--- src/bsca_pkg.sv ---
package bsca_pkg;

	// adapter_mode codes
	localparam logic [1:0] MODE_PARALLEL = 2'd0;
	localparam logic [1:0] MODE_SERIAL   = 2'd1;
	localparam logic [1:0] MODE_CLOCKED  = 2'd2;

	// configuration register indexes
	localparam logic [1:0] REG_MODE     = 2'd0;
	localparam logic [1:0] REG_ATTACHED = 2'd1;

	// bus access kind and port
	localparam logic OP_READ   = 1'b0;
	localparam logic OP_WRITE  = 1'b1;
	localparam logic PORT_DATA = 1'b0;
	localparam logic PORT_CFG  = 1'b1;

	localparam logic [7:0] BYTE_ONES    = 8'hFF;
	localparam logic [7:0] BYTE_ZERO    = 8'h00;
	localparam logic [7:0] READ_BIT_SET = 8'h80;
	localparam logic [2:0] LAST_BIT     = 3'd7;

	typedef struct packed {
		logic       op;
		logic       port_select;
		logic [7:0] write_data;
		logic [7:0] card_reply;
	} item_t;

	typedef struct packed {
		logic [7:0] read_data;
		logic       exchange_valid;
		logic [7:0] exchange_byte;
		logic       select_update;
		logic       select_level;
	} result_t;

	typedef struct packed {
		logic [7:0] reply_latch;
		logic [7:0] shift_byte;
		logic [2:0] bit_count;
		logic       last_clock_level;
	} adapt_state_t;

	typedef struct packed {
		logic [1:0] adapter_mode;
		logic       card_attached;
	} cfg_t;

endpackage

--- src/bsca_engine.sv ---
// Per-access decode: result word and next adapter state.
module bsca_engine import bsca_pkg::*; (
	input  item_t        item,
	input  cfg_t         cfg,
	input  adapt_state_t st,
	output result_t      res,
	output adapt_state_t st_next
);

	logic       shift_en;
	logic       shift_bit;
	logic [7:0] shifted;
	logic [2:0] cnt_inc;
	logic [2:0] sel_idx;
	logic       clk_bit;

	assign shifted = {st.shift_byte[6:0], shift_bit};
	assign cnt_inc = st.bit_count + 3'd1;
	assign sel_idx = LAST_BIT - st.bit_count;
	assign clk_bit = item.write_data[1];

	always_comb begin
		res       = '0;
		st_next   = st;
		shift_en  = 1'b0;
		shift_bit = 1'b0;

		if (item.op == OP_READ) begin
			if (!cfg.card_attached) begin
				res.read_data = BYTE_ONES;
			end else if (item.port_select == PORT_DATA) begin
				if (cfg.adapter_mode == MODE_CLOCKED)
					res.read_data = st.reply_latch[sel_idx] ? READ_BIT_SET : BYTE_ZERO;
				else
					res.read_data = st.reply_latch;
			end else begin
				res.read_data = (cfg.adapter_mode == MODE_PARALLEL) ? BYTE_ZERO : BYTE_ONES;
			end
		end else if (cfg.card_attached) begin
			if (item.port_select == PORT_CFG) begin
				if (cfg.adapter_mode == MODE_PARALLEL) begin
					res.select_update = 1'b1;
					res.select_level  = item.write_data[0];
				end
			end else begin
				unique case (cfg.adapter_mode)
					MODE_PARALLEL: begin
						res.exchange_valid = 1'b1;
						res.exchange_byte  = item.write_data;
					end
					MODE_SERIAL: begin
						shift_en  = 1'b1;
						shift_bit = item.write_data[7];
					end
					MODE_CLOCKED: begin
						res.select_update        = 1'b1;
						res.select_level         = item.write_data[2];
						shift_en                 = !st.last_clock_level && clk_bit;
						shift_bit                = item.write_data[0];
						st_next.last_clock_level = clk_bit;
					end
					default: ;
				endcase
			end

			if (shift_en) begin
				st_next.shift_byte = shifted;
				st_next.bit_count  = cnt_inc;
				if (st.bit_count == LAST_BIT) begin
					res.exchange_valid = 1'b1;
					res.exchange_byte  = shifted;
				end
			end

			if (res.exchange_valid)
				st_next.reply_latch = item.card_reply;
		end
	end

endmodule

--- src/bus_to_spi_card_adapter_unit.sv ---
// Bus-to-SPI card adapter. Each input word is one host bus access (read or
// write, data or configuration port) and gives exactly one result word:
// read data, an optional byte sent to the card, and an optional chip select
// update. Modes: 0 sends whole bytes, 1 shifts in write_data[7] per write,
// 2 shifts in write_data[0] on a rising edge of write_data[1] and drives
// chip select from write_data[2]. card_reply is latched whenever a byte
// completes and is read back on the data port. Throughput is one access per
// cycle while out_ready is high. The input register is loaded on accept,
// and the result register through the single decode stage once it is free
// or being drained; the stage also owns the shift register, bit counter
// and reply latch. Configuration is to be written through cfg_valid/
// cfg_index/cfg_data only while idle, which the block does not enforce;
// cfg_ready is always high and indexes other than 0 and 1 are ignored.
module bus_to_spi_card_adapter_unit import bsca_pkg::*; (
	input  logic       clk,
	input  logic       arst_n,

	input  logic       cfg_valid,
	output logic       cfg_ready,
	input  logic [1:0] cfg_index,
	input  logic [7:0] cfg_data,

	input  logic       in_valid,
	output logic       in_ready,
	input  logic       op,
	input  logic       port_select,
	input  logic [7:0] write_data,
	input  logic [7:0] card_reply,

	output logic       out_valid,
	input  logic       out_ready,
	output logic [7:0] read_data,
	output logic       exchange_valid,
	output logic [7:0] exchange_byte,
	output logic       select_update,
	output logic       select_level
);

	cfg_t         cfg_q;
	adapt_state_t st_q;
	adapt_state_t st_next;
	item_t        item_s1;
	logic         valid_s1;
	result_t      res;
	result_t      res_s2;
	logic         valid_s2;
	logic         advance;

	// config registers: always ready
	assign cfg_ready = 1'b1;

	always_ff @(posedge clk or negedge arst_n) begin
		if (!arst_n) begin
			cfg_q <= '0;
		end else if (cfg_valid) begin
			if (cfg_index == REG_MODE)
				cfg_q.adapter_mode <= cfg_data[1:0];
			else if (cfg_index == REG_ATTACHED)
				cfg_q.card_attached <= cfg_data[0];
		end
	end

	// stage 1 moves on when the result register is free or being drained
	assign advance  = valid_s1 && (!valid_s2 || out_ready);
	assign in_ready = !valid_s1 || advance;

	always_ff @(posedge clk or negedge arst_n) begin
		if (!arst_n) begin
			valid_s1 <= 1'b0;
		end else if (in_ready) begin
			valid_s1 <= in_valid;
		end
	end

	always_ff @(posedge clk) begin
		if (in_ready && in_valid)
			item_s1 <= '{op: op, port_select: port_select,
				write_data: write_data, card_reply: card_reply};
	end

	bsca_engine u_engine (
		.item    (item_s1),
		.cfg     (cfg_q),
		.st      (st_q),
		.res     (res),
		.st_next (st_next)
	);

	// adapter state commits with the access that leaves stage 1
	always_ff @(posedge clk or negedge arst_n) begin
		if (!arst_n) begin
			st_q <= '{reply_latch: BYTE_ONES, shift_byte: BYTE_ZERO,
				bit_count: 3'd0, last_clock_level: 1'b0};
		end else if (advance) begin
			st_q <= st_next;
		end
	end

	always_ff @(posedge clk or negedge arst_n) begin
		if (!arst_n) begin
			valid_s2 <= 1'b0;
		end else if (advance) begin
			valid_s2 <= 1'b1;
		end else if (out_ready) begin
			valid_s2 <= 1'b0;
		end
	end

	always_ff @(posedge clk) begin
		if (advance)
			res_s2 <= res;
	end

	assign out_valid      = valid_s2;
	assign read_data      = res_s2.read_data;
	assign exchange_valid = res_s2.exchange_valid;
	assign exchange_byte  = res_s2.exchange_byte;
	assign select_update  = res_s2.select_update;
	assign select_level   = res_s2.select_level;

	// adapter state only moves when an access retires from stage 1
	a_state_hold: assert property (@(posedge clk) disable iff (!arst_n)
		!$past(advance) |-> $stable(st_q))
		else $error("adapter state changed without an access");

	// a byte is only reported with a card attached and on a write
	a_xchg_write: assert property (@(posedge clk) disable iff (!arst_n)
		advance && res.exchange_valid |-> cfg_q.card_attached && item_s1.op == OP_WRITE)
		else $error("exchange on read or without card");

	// unused result fields stay zero
	a_zero_fields: assert property (@(posedge clk) disable iff (!arst_n)
		out_valid && !exchange_valid |-> exchange_byte == BYTE_ZERO && !select_level
			|| select_update)
		else $error("inactive result field not zero");

	// a full stage 1 blocked by a stalled result must not take a word
	a_no_overrun: assert property (@(posedge clk) disable iff (!arst_n)
		valid_s1 && valid_s2 && !out_ready |-> !in_ready)
		else $error("input accepted while pipeline full");

endmodule
--- config.mk ---
export PLATFORM = sky130hd
export DESIGN_NAME = bus_to_spi_card_adapter_unit
export DESIGN_NICKNAME = d
export VERILOG_FILES = /design/src/bsca_pkg.sv /design/src/bsca_engine.sv /design/src/bus_to_spi_card_adapter_unit.sv
export SDC_FILE = /design/constraint.sdc
export NUM_CORES = 1
export LEC_CHECK = 0
export BUFFER_PORTS_ARGS = -buffer_cell sky130_fd_sc_hd__buf_2
export CORE_AREA = 5 5 111 113
export DETAILED_ROUTE_END_ITERATION = 7
export DIE_AREA = 0 0 116 118
export PLACE_DENSITY_LB_ADDON = 0.12
export REMOVE_ABC_BUFFERS = 1
export SLEW_MARGIN = 20
export SYNTH_ARGS = -nofsm -noshare
export SYNTH_HDL_FRONTEND = slang
export SYNTH_HIERARCHICAL = 1
export SYNTH_SLANG_ARGS = --single-unit
--- constraint.sdc ---
create_clock -name clk -period 2.1 [get_ports clk]
set_input_delay 0.105 -clock clk [delete_from_list [all_inputs] [get_ports clk]]
set_output_delay 0.105 -clock clk [all_outputs]
set_load 0.02 [all_outputs]
==> impl_metrics.toml, run 1 <==
[clocking]
cts_tree = "done"
clk_pin_slew_worst_paths_ps = 50
numClockSinks = 61
root_buffer = "clkbuf_16"
numCtsBuffers = 9
clk_latency_ps = 330
cts_buffer_depth = 2
htreeDepth = 3

[min_path]
whs_path_depth = 2
min_path_type = "input pin to flop"
whs_endpoint = "cfg_q[0]"
hp-start = "cfg_data[0]"

[timing]
finalClockSkew_ps = 6.38
hold_slack_ps = 29.8
tightest_slew_ps = 616
maxSlewViolCount = 0
rsz0062_at_grt = "false"
fin_crit_sh_pct = 93.0
period_needed_ps = 1950
slew_headroom_pct = 58.9
fin_tns_setup_ps = 0
hold_viol_final = 0
fmax_mhz = 512
setup_violations = 0
fin_ws_ps = 148

[worst_setup_path]
startpoint = "cfg_q[1]"
path_max_fanout = 7
required_ps = 2310
endpoint_kind = "flop"
worstSetupStartpointType = "flop"
rrSetupSlack_ps = 150
r2r-start = "cfg_q[1]"
r2r_end = "st_q[10]"
cp.arrival_ps = 2160
critPathKind = "flop to flop"
r2r_cells = 7

[final_layout]
drive_gt1_share_pct = 40.5
syn_to_final_growth_pct = 29.5
num-fill-cells = 1121
utilization_pct = 37.2
multi_input_area_sq_um = 1370
diodes = 0
area.sequential_sq_um = 1720
nets = 355

[yosys]
syn_inst = 239
yosysWarnings = 6
syn_area_per_cell_sq_um = 13.5
syn_area_sq_um = 3230

[route]
viasPerCell = 4.49
postRouteAntennaNets = 0
finalWirelength_um = 7300
first_pass_iters = 4
drc_errors = 0
drt-initial-drc-count = 139
vias = 2084
wl_per_cell_um = 15.7

[die]
die_h_um = 118
dieArea_sq_um = 13700
die_x_um = 116
placementRows = 39
io_pins = 55
core_area_sq_um = 11200
start_util_pct = 28.7

[grt]
overflow = 0
grt_first_pass_wirelength_um = 12000
grt_util_all_layers_pct = 11.6
first_global_vias = 2216
grt_start_max_net_pins = 25
antenna_found_initial = 0

[placed_design]
dp_slack_ps = 16.9
port_buffers = 47
place.gp.congestion = 0.684
hpwlAfterDp_um = 4890

[pwr]
switching_share_pct = 26.1
p_switching_mw = 1.09
intPower_mw = 3.09
combPwrFrac_pct = 21.0
seqPwrFrac_pct = 40.4
power_density_nw_per_um2 = 1000
ir_drop_mv = 0.365
static-leakage-power_nw = 1.83
pwr-share-clk_pct = 38.7

[job]
maxCapViolations = 0

[run_status]
status = "finished clean"
layer usage:
metal,wire (um),track usage [%],vias to the layer above
li1,-,-,1019
met3,338,2.93,6
met2,3610,18.5,47
met5,0,0,-
met4,104,4.79,0
met1,3250,14.7,1012
power groups by stage:
stage          clock, mW  sequential [mW]  combinational, mW
6_report            1.62             1.69              0.876
5_1_grt             1.72             1.71              0.972
4_1_cts             1.66             1.69              0.885
3_5_place_dp           0             1.71              0.852
3_3_place_gp           0             1.72              0.838
2_1_floorplan          0             1.71              0.571
worst max-delay path by stage:
stage / endpoint / slack, ps
finish: st_q[10] / 150
global route: st_q[10] / 60
CTS: st_q[2] / 10
detailed placement: st_q[2] / 20
global placement: st_q[2] / 30
floorplan: st_q[2] / 140
cell type report:
cell class,count,share of cell area (%)
clock buffer,12,6.14
clock inverter,4,1.68
inverter,4,0.359
multi-input combinational,158,32.8
sequential,61,41.2
tap,143,4.28
timing repair buffer,82,13.5
critical path: stages, from the launching register on:
cell	delay, ps
dfrtp_1	360
inv_1	80
ha_1	220
and3b_4	210
o211ai_4	180
buf_4	220
mux2_4	310
mux2_4	260
state kept, by name, summed over array words and instances (netlist names):
name,cells
exchange_byte,8
select_update,1
exchange_valid,1
read_data,8
out_valid,1
cfg_q,3
st_q,19
valid_s1,1
select_level,1
item_s1,18
cells in the final DEF (no fill, tap or decap), drive strengths merged, types with 8 or more instances in the layout:
master       count
clkbuf          12
dlygate4sd3     21
nand2           43
and2            11
mux2            32
o2111ai          8
dfrtp           16
edfxtp          37
dfstp            8
o211ai          10
mux2i           10
a21oi            9
buf             61
per-stage QoR:
step                      cells  cell area (sq um)  total power, mW
after floorplan             223               3100             2.28
after global placement      425               3620             2.55
after detailed placement    425               3620             2.56
after CTS                   462               4150             4.24
after global routing        464               4180             4.40
final                       464               4180             4.18
what timing repair did:
item | 4_1_cts | 5_1_grt
setup buffers | 0 | 2
hold endpoints to repair | 36 | 0
setup endpoints to repair | 0 | 18
resized for setup | 0 | 2
hold buffers | 21 | 0
(Power assumes the default switching activity.)
==> run 2, diff against run 1 <==
--- a/config.mk
+++ b/config.mk
@@ -11,6 +11,8 @@
 export DIE_AREA = 0 0 116 118
 export PLACE_DENSITY_LB_ADDON = 0.12
 export REMOVE_ABC_BUFFERS = 1
+export SETUP_SLACK_MARGIN = 0.3
+export SKIP_LAST_GASP = 1
 export SLEW_MARGIN = 20
 export SYNTH_ARGS = -nofsm -noshare
 export SYNTH_HDL_FRONTEND = slang
==> run 2 against run 1 <==
Compared with the run above: sequential cell count is the same; via count increased by 3.8%; clock power is essentially flat; core utilization increased by 2.6 points; power rose by 4.7%; die area did not move.
==> impl_metrics.toml, run 2 (synthesis gave the netlist of run 1 again) <==
[timing]
finalClockSkew_ps = 5.48
fin_ws_ps = 190
fin_tns_setup_ps = 0
rsz0062_at_grt = "true"
period_needed_ps = 1910
fmax_mhz = 524
tightest_slew_ps = 639
setup_violations = 0
slew_headroom_pct = 57.4
fin_crit_sh_pct = 91.0
hold_viol_final = 0
maxSlewViolCount = 0

[final_layout]
reg_top3 = "st_q (19), item_s1 (18)"
nets = 365
syn_to_final_growth_pct = 38.4
final_cell_mix = "buf_2, nand2_1, edfxtp_1"
utilization_pct = 39.8
layout_commonest_cell = "buf_2"
largest_register_ffs = 19
drive_gt1_share_pct = 46.2
diodes = 0
fin_area_sq_um = 4460
regMostFlops = "st_q"

[route]
drc_errors = 0
first_pass_iters = 4
maxUsedRoutingLayer = "met4"
met3_length_um = 279
drt-initial-drc-count = 101
viasPerCell = 4.57
postRouteAntennaNets = 0
dr_wl_met2_um = 3880
wl_per_cell_um = 16.6
wl_met1_um = 3620
finalWirelength_um = 7890
vias = 2164

[placed_design]
place.gp.congestion = 0.684
postPlaceCellArea_sq_um = 3620
dp_slack_ps = 16.9
port_buffers = 47
hpwlAfterDp_um = 4890

[min_path]
hp-start = "cfg_data[0]"
whs_endpoint = "cfg_q[0]"
whs_path_depth = 2
min_path_type = "input pin to flop"

[worst_setup_path]
worstSetupStartpointType = "flop"
path_max_fanout = 5
r2r_cells = 6
r2r-start = "cfg_q[2]"
critPathKind = "flop to flop"
required_ps = 2310
cp.arrival_ps = 2120
rrSetupSlack_ps = 190
endpoint_kind = "flop"
r2r_end = "st_q[8]"

[die]
placementRows = 39
core_area_sq_um = 11200
die_x_um = 116
die_h_um = 118
dieArea_sq_um = 13700
start_util_pct = 28.7
io_pins = 55

[run_status]
status = "finished clean"

[grt]
overflow = 0
first_global_vias = 2288
grt_first_pass_wirelength_um = 12400
grt_util_all_layers_pct = 12.0
grt_start_max_net_pins = 25
antenna_found_initial = 0

[clocking]
htreeDepth = 3
numCtsBuffers = 9
cts_tree = "done"
clk_latency_ps = 330
numClockSinks = 61
clk_pin_slew_worst_paths_ps = 50
cts_buffer_depth = 2
root_buffer = "clkbuf_16"

[job]
maxCapViolations = 0

[pwr]
power_density_nw_per_um2 = 980
ir_drop_mv = 0.367
static-leakage-power_nw = 1.93
run 2: worst max-delay path by stage:
stage	startpoint	endpoint	depth (start not counted)
floorplan	item_s1[17]	st_q[2]	4
global placement	cfg_q[1]	st_q[2]	6
detailed placement	cfg_q[1]	st_q[2]	6
CTS	cfg_q[1]	st_q[2]	7
global route	cfg_q[2]	st_q[8]	6
finish	cfg_q[2]	st_q[8]	6
run 2: critical path, cell delays in order (launching register included):
cell	delay (ps)
dfrtp_2	440
ha_4	170
and3b_4	200
o211ai_4	230
clkbuf_16	200
mux2_4	290
mux2_4	260
run 2: area by class of cell:
type                            count  area [sq um]
Sequential cell                    61          1720
Clock inverter                      4          70.1
Tap cell                          143           179
Multi-Input combinational cell    159          1480
Clock buffer                       12           256
Inverter                            4          15.0
Fill cell                        1093          6760
Timing Repair Buffer               91           738
run 2: report_power, final:
part | switching (mW) | internal, mW
clock network | 0.519 | 1.10
registers | 0.167 | 1.53
logic | 0.482 | 0.580
run 2: repair_timing:
item	4_1_cts	5_1_grt
resized for setup	6	22
hold endpoints to repair	36	0
pin swaps	2	13
gates cloned	2	2
hold buffers	21	0
setup endpoints to repair	21	27
setup buffers	3	5
run 2: metrics by stage:
step / power, mW / hold slack, ps / cells
final: 4.38 / 27.9 / 474
after global routing: 4.60 / 30.3 / 474
after CTS: 4.31 / 12.5 / 467
after detailed placement: 2.56 / 175 / 425
after global placement: 2.55 / 159 / 425
after floorplan: 2.28 / -191 / 223
run 2: layer usage:
metal / up-vias / global-route usage [%]
li1: 1046 / -
met2: 42 / 19.4
met5: - / 0
met1: 1070 / 15.1
met3: 6 / 3.03
met4: 0 / 5.00
==> run 3, diff against run 2 <==
--- a/config.mk
+++ b/config.mk
@@ -5,7 +5,7 @@
 export SDC_FILE = /design/constraint.sdc
 export NUM_CORES = 1
 export LEC_CHECK = 0
-export BUFFER_PORTS_ARGS = -buffer_cell sky130_fd_sc_hd__buf_2
+export BUFFER_PORTS_ARGS = -buffer_cell sky130_fd_sc_hd__buf_4
 export CORE_AREA = 5 5 111 113
 export DETAILED_ROUTE_END_ITERATION = 7
 export DIE_AREA = 0 0 116 118
==> run 3 against run 2 <==
Compared with the run above: sequential cell count unchanged; wire length decreased by 1.0%; cell count decreased by 0.21%; power fell by 1.8%; fmax is 0.90% lower; critical endpoint is now st_q[4]; register-to-register slack got worse by 20 ps; largest power group unchanged; sequential power about the same; non-clock buffer count decreased by 1; worst setup slack worse by 17 ps; critical path depth is 1 higher.
==> impl_metrics.toml, run 3 (synthesis gave the netlist of run 1 again) <==
[route]
viasPerCell = 4.60
first_pass_iters = 4
vias = 2177
finalWirelength_um = 7810
wl_per_cell_um = 16.5
postRouteAntennaNets = 0
drc_errors = 0
drt-initial-drc-count = 53

[die]
start_util_pct = 28.7
io_pins = 55
die_x_um = 116
core_area_sq_um = 11200
placementRows = 39
die_h_um = 118
dieArea_sq_um = 13700

[grt]
antenna_found_initial = 0
grt_util_all_layers_pct = 11.8
grt_first_pass_wirelength_um = 12200
first_global_vias = 2254
grt_start_max_net_pins = 25
overflow = 0

[placed_design]
port_buffers = 47
dp_cells = 426
hpwlAfterDp_um = 4920
dp_slack_ps = 19.5
place.gp.congestion = 0.678
postPlaceCellArea_sq_um = 3740

[timing]
period_needed_ps = 1930
fmax_mhz = 519
hold_slack_ps = 11.9
hold_viol_final = 0
rsz0062_at_grt = "true"
setup_violations = 0
maxSlewViolCount = 0
fin_crit_sh_pct = 91.8
fin_tns_setup_ps = 0
finalClockSkew_ps = 6.46
fin_ws_ps = 172

[final_layout]
final_cell_mix = "buf_4, nand2_1, edfxtp_1"
syn_to_final_growth_pct = 39.8
reg_top3 = "st_q (19), item_s1 (18)"
layout_commonest_cell = "buf_4"
largest_register_ffs = 19
fin_area_sq_um = 4510
drive_gt1_share_pct = 46.4
nets = 364
diodes = 0
layout.cells.non_filler = 473
regMostFlops = "st_q"

[worst_setup_path]
rrSetupSlack_ps = 170
required_ps = 2310
endpoint_kind = "flop"
worstSetupStartpointType = "flop"
path_max_fanout = 5
cp.arrival_ps = 2140
max_stage_delay_ps = 360
r2r_cells = 7
r2r_end = "st_q[4]"
slowest_stage = "dfrtp_1"
critical_path.most_common_cell = "mux2_4"
r2r-start = "cfg_q[1]"
critPathKind = "flop to flop"
crit_path_cell_trace = "inv_2, ha_4, and3b_4, o211ai_4, clkbuf_16, mux2_4, mux2_4"

[pwr]
power_density_nw_per_um2 = 953
static-leakage-power_nw = 1.94
ir_drop_mv = 0.300

[clocking]
htreeDepth = 3
numClockSinks = 61
clk_latency_ps = 330
cts_tree = "done"
root_buffer = "clkbuf_16"
numCtsBuffers = 9
clk_pin_slew_worst_paths_ps = 50
cts_buffer_depth = 2

[run_status]
status = "finished clean"

[min_path]
hp-start = "cfg_data[1]"
whs_endpoint = "cfg_q[2]"
min_path_type = "input pin to flop"
whs_path_depth = 2

[job]
maxCapViolations = 0
run 3: cell count changes in the layout (fill, tap and decap cells not counted), sizes merged:
| cell | previous run | this run |
|---|---|---|
| clkbuf | 14 | 13 |
| dlygate4sd3 | 21 | 20 |
| clkinv | 2 | 3 |
run 3: area by class of cell:
cell class              count  area [sq um]
repair buffers             90           813
inverters                   4          15.0
clock inverters             5          75.1
flip-flops and latches     61          1720
fillers                  1102          6710
multi-input cells         159          1470
clock buffers              11           233
well taps                 143           179
run 3: report_power, final:
part           total [mW]  switching (mW)  leakage [nW]  internal [mW]
clock                1.54           0.512         0.153           1.03
sequential           1.70           0.170         0.650           1.53
combinational        1.05           0.463          1.14          0.591
run 3: how the worst max path moves through the flow:
stage / startpoint / endpoint / cells after the start
4_1_cts: cfg_q[2] / st_q[8] / 6
6_report: cfg_q[1] / st_q[4] / 7
3_5_place_dp: cfg_q[1] / st_q[2] / 6
3_3_place_gp: cfg_q[1] / st_q[2] / 6
2_1_floorplan: item_s1[17] / st_q[2] / 4
5_1_grt: cfg_q[1] / st_q[3] / 7
run 3: routing by layer:
layer	wire length (um)	vias up	part of all wire, %	GRT usage, %
met4	158	0	2.0	5.87
li1	-	1040	-	-
met1	3470	1092	44	15.0
met5	0	-	0	0
met3	171	12	2.2	2.16
met2	4010	33	51	19.2
run 3: timing repair:
action,4_1_cts,5_1_grt
hold buffers,20,0
pin swaps,2,4
gates cloned,1,2
resized for setup,9,17
setup endpoints to repair,24,27
hold endpoints to repair,43,0
setup buffers,5,3
run 3: metrics by stage:
step,total power [mW],utilization [%]
2_1_floorplan,2.28,-
3_3_place_gp,2.59,33.3
3_5_place_dp,2.60,33.3
4_1_cts,4.24,38.8
5_1_grt,4.50,40.2
6_report,4.30,40.2
run 3: critical path, delay by kind of cell, from the launching register on:
family	cells	cell delay [ps]
AOI/OAI and AO/OA	1	250
and+or+nand+nor	1	190
buffers and inverters	2	280
adders and majority gates	1	160
DFF	1	360
muxes	2	550
